## config.mk

```make
export PLATFORM = sky130hd
export DESIGN_NAME = fmpm_ram
export DESIGN_NICKNAME = d
export VERILOG_FILES = /design/src/rtl/core/fmpm_ram.sv
export SDC_FILE = /design/constraint.sdc
export NUM_CORES = 1
export LEC_CHECK = 0
export BUFFER_PORTS_ARGS = -buffer_cell sky130_fd_sc_hd__buf_4
export CORE_AREA = 2 2 117 119
export CTS_CLUSTER_DIAMETER = 80
export DETAILED_ROUTE_END_ITERATION = 6
export DIE_AREA = 0 0 119 121
export GPL_TIMING_DRIVEN = 0
export PLACE_DENSITY = 0.66
export RECOVER_POWER = 100
export SYNTH_ARGS = -nofsm -noshare
export SYNTH_HDL_FRONTEND = slang
export SYNTH_SLANG_ARGS = --single-unit
```

## constraint.sdc

```tcl
create_clock -name clk -period 4.32 [get_ports clk]
set_clock_uncertainty 0.05 [all_clocks]
set_input_delay 1.296 -clock clk [delete_from_list [all_inputs] [get_ports clk]]
set_output_delay 1.296 -clock clk [all_outputs]
set_load 0.05 [all_outputs]
```

## src/rtl/core/fmpm_ram.sv

```systemverilog
// generic single write port, single read port ram with registered read
module fmpm_ram #(
  parameter int WIDTH = 8,
  parameter int DEPTH = 16
) (
  input  logic                                   clk,
  input  logic                                   we,
  input  logic [((DEPTH > 1) ? $clog2(DEPTH) : 1)-1:0] waddr,
  input  logic [WIDTH-1:0]                       wdata,
  input  logic [((DEPTH > 1) ? $clog2(DEPTH) : 1)-1:0] raddr,
  output logic [WIDTH-1:0]                       rdata
);

  logic [WIDTH-1:0] mem [DEPTH];

  always_ff @(posedge clk) begin
    if (we) begin
      mem[waddr] <= wdata;
    end
    rdata <= mem[raddr];
  end

endmodule

```

==> metrics.md <==
| Metric | Value |
|---|---|
| Core area | `0.0131 mm^2` |
| Count of final hold-check violations | `0` |
| Remaining antenna violation count | `0` |
| Result of the run | `completed` |
| Buffer type at the clock tree root | `sky130_fd_sc_hd__clkbuf_16` |
| Routed via count divided by cell count | `5.23` |
| Avg Cell Area, Syn | `about 22 um^2` |
| Area share of the largest cell type after synthesis | `74.7%` |
| Post-synthesis share of cell area spent on xor and xnor gates | `0%` |
| Yosys warnings | `0` |
| Time the worst path needs with I/O delays and setup | `3.17 ns` |
| Most common cell type on the critical path | `sky130_fd_sc_hd__clkbuf_1` |
| Final max-slew violation count | `0` |
| Chip width | `119 um` |
| Worst-path fanout max | `10` |
| WL per Instance | `roughly 22 um` |
| Number of core rows | `42` |
| TritonCTS clock tree | `done` |
| CTS Hold Bufs | `0` |
| Worst EP arrival | `3.39 ns` |
| Area growth from synthesis to layout | `18.9%` |
| Final setup violation count | `0` |
| Vias in the first global route | `~2400` |
| Global-route wire length before repair | `around 15 mm` |
| Async set-reset flop share out of synthesis | `0%` |
| Total wire length after detailed routing | `10.0 mm` |
| Endpoint class of the critical path | `flop` |
| GRT Residual Overflow | `0` |
| Final antenna diode count | `0` |
| Simple-gate area share of the yosys netlist | `approximately 3.2%` |
| Layout net count | `291` |
| Count of unique library cells instantiated by Yosys | `19` |
| Final routed DRC violation total | `0` |
| Critical path startpoint category | `input pin` |
| Sinks on the clock net | `136` |
| EDFF count, synth | `around 130` |
| Data required time at the worst endpoint | `approximately 4.5 ns` |
| Most used DFF post-synth | `sky130_fd_sc_hd__edfxtp_1` |
| Number of max-capacitance violations reported | `0` |
| Total number of vias | `~2400` |
| Combinational family with the most area after synthesis | `multiplexers` |
| Area used by sequential logic in the layout | `0.00400 mm^2` |
| Fraction of the yosys area taken by sequential cells | `77.8%` |
| Most area-hungry cell type in the Yosys netlist | `sky130_fd_sc_hd__edfxtp_1` |
| Class of the most critical hold timing path | `flop to flop` |
| Largest net degree at the start of global routing | `17` |
| HPWL reported at the end of detailed placement | `just over 6 mm` |
| Later-pin clock latency in the skew report | `0.41 ns` |
| Post-CTS setup-driven buffer insertion count | `0` |
| Highest clock frequency the design can meet | `315 MHz` |
| Global router's overall resource usage | `around 15%` |
| Number of antenna violations at the first check in global routing | `0` |
| Post-Route Utilization | `between 40 and 50%` |
| Worst-path clk slew | `approximately 0.060 ns` |
| Post-synthesis adder-cell area fraction | `0%` |
| Full die area | `0.0144 mm^2` |
| Initial cell density of the core | `between 30% and 40%` |
| Standby leakage power | `0.00201 uW` |
| Count of buffers from port buffering | `24` |
| Synth Area in Compound Gates | `under 10%` |
| Layout cell share with drive strength beyond 1 | `22.4%` |
| Instance count of the mapped netlist | `229` |
| Start-to-end type of the worst setup path | `input pin to flop` |
| Maximum buffer depth of the clock tree | `2` |
| Number of fill cells in the layout | `1076` |
| Dominant cell by count in the synthesized netlist | `sky130_fd_sc_hd__edfxtp_1` |
| Initial DRC Count | `172` |
| Maximum VDD drop | `approximately 0.25 mV` |
| Slew of the pin with the lowest slew margin | `1.23 ns` |
| Synth area leaders | `sky130_fd_sc_hd__edfxtp_1, sky130_fd_sc_hd__mux4_2, sky130_fd_sc_hd__mux4_1, sky130_fd_sc_hd__dfxtp_1, sky130_fd_sc_hd__a22oi_1` |
| Setup TNS | `0 ns` |
| Boundary Pins | `26` |
| Last weighted congestion value of the routability-driven placer | `0.744` |
| Multiplexer fraction of the synthesized cell area | `between 10% and 20%` |
| Relative slew slack | `17.4%` |
| P per Cell Area | `a little over 500 mW/mm^2` |
| Number of nets produced by synthesis | `247` |
| #FFs+latches synth | `between 100 and 150` |
| RSZ-0062 raised after global routing | `false` |
| Post-Synthesis Cell Area | `0.00515 mm^2` |
| H-tree levels | `4` |
| Detailed-router iteration count before antenna repair | `4` |
| Most used standard cells in the synthesized netlist | `sky130_fd_sc_hd__edfxtp_1, sky130_fd_sc_hd__mux4_2, sky130_fd_sc_hd__a22oi_1` |
| Count of instances resized after the clock tree is built | `0` |
| Critical path's largest stage delay | `0.75 ns` |
| Multi-input gate area in the final layout | `0.00106 mm^2` |
| Slowest stage cell on the critical path | `sky130_fd_sc_hd__clkbuf_1` |
| Die extent in y | `121 um` |
| Cell chain of the critical path | `clkbuf_1 > clkbuf_1 > mux4_2 > a22oi_1 > nand2_1` |
| Final cycle utilization of the critical path | `73.5%` |
| Number of buffers created by CTS | `17` |
-- sequential cells by signal, summed over array words and instances, names as in the netlist --
name	flops
mem	128
rdata	8
-- cell usage in the layout (no fill, tap or decap) --
master and count:
sky130_fd_sc_hd__a22oi_1 16, sky130_fd_sc_hd__and2_1 1, sky130_fd_sc_hd__and2b_1 1, sky130_fd_sc_hd__buf_2 3, sky130_fd_sc_hd__buf_4 6, sky130_fd_sc_hd__buf_6 2
sky130_fd_sc_hd__clkbuf_1 22, sky130_fd_sc_hd__clkbuf_16 23, sky130_fd_sc_hd__clkbuf_8 2, sky130_fd_sc_hd__clkdlybuf4s25_2 3, sky130_fd_sc_hd__clkinv_2 3, sky130_fd_sc_hd__clkinv_4 2
sky130_fd_sc_hd__dfxtp_1 8, sky130_fd_sc_hd__edfxtp_1 128, sky130_fd_sc_hd__inv_6 1, sky130_fd_sc_hd__mux4_1 14, sky130_fd_sc_hd__mux4_2 18, sky130_fd_sc_hd__nand2_1 9
sky130_fd_sc_hd__nand2b_1 2, sky130_fd_sc_hd__nand3_1 1, sky130_fd_sc_hd__nand3b_1 2, sky130_fd_sc_hd__nor2_1 13, sky130_fd_sc_hd__nor2b_1 1, sky130_fd_sc_hd__nor3_1 4
sky130_fd_sc_hd__or3b_2 1
-- routing by layer --
metal	vias to the layer above	part of all wire [%]	track usage [%]	wire length, um
met5	-	0	0	0
met4	0	0.80	3.79	80
met3	9	6.0	4.32	606
met2	88	48	22.6	4770
met1	1259	46	21.1	4580
li1	1062	-	-	-
-- final timing paths --
kind / startpoint / to / slack (ns) / cells past startpoint
setup / recovery: raddr[0] / rdata[5]$_DFF_P_ / 1.15 / 5
hold / removal: mem[11][2]$_DFFE_PP_ / rdata[2]$_DFF_P_ / 0.64 / 3
setup reg to reg: mem[9][5]$_DFFE_PP_ / rdata[5]$_DFF_P_ / 2.83 / 3
hold reg to reg: mem[11][2]$_DFFE_PP_ / rdata[2]$_DFF_P_ / 0.64 / 3
-- logic make-up after synthesis --
group / count (synthesis)
mux: 32
compound gates: 16
flops: 136
buf+inv: 10
simple gates: 35
-- critical path, delay by kind of cell --
kind | cells | cell delay, ns
AOI/OAI and AO/OA | 1 | 0.25
buffers and inverters | 2 | 1.06
muxes | 1 | 0.64
and+or+nand+nor | 1 | 0.13
-- where the power goes --
part | internal (uW) | total (uW) | switching [uW]
Clock | 974 | 1510 | 531
Combinational | 55.1 | 168 | 113
Sequential | 1480 | 1480 | 6.90
-- layout make-up --
| cell class | instances | share of cell area [%] |
|---|---|---|
| Buffer | 10 | 1.23 |
| Multi-Input combinational cell | 83 | 17.3 |
| Clock buffer | 26 | 9.91 |
| Tap cell | 176 | 3.60 |
| Sequential cell | 136 | 65.4 |
| Clock inverter | 6 | 0.675 |
| Timing Repair Buffer | 25 | 1.90 |
-- metrics by stage --
step	total power, uW	area (um^2)	instances	hold slack, ns	setup slack (ns)
after floorplan	1610	5150	229	0.579	1.48
after global placement	1690	5550	429	0.609	0.958
after detailed placement	1690	5550	429	0.621	0.960
after CTS	3180	6200	461	0.637	1.37
after global routing	3240	6120	462	0.665	0.996
final	3160	6120	462	0.638	1.15
Note: power is estimated with default switching activity, not from simulation.
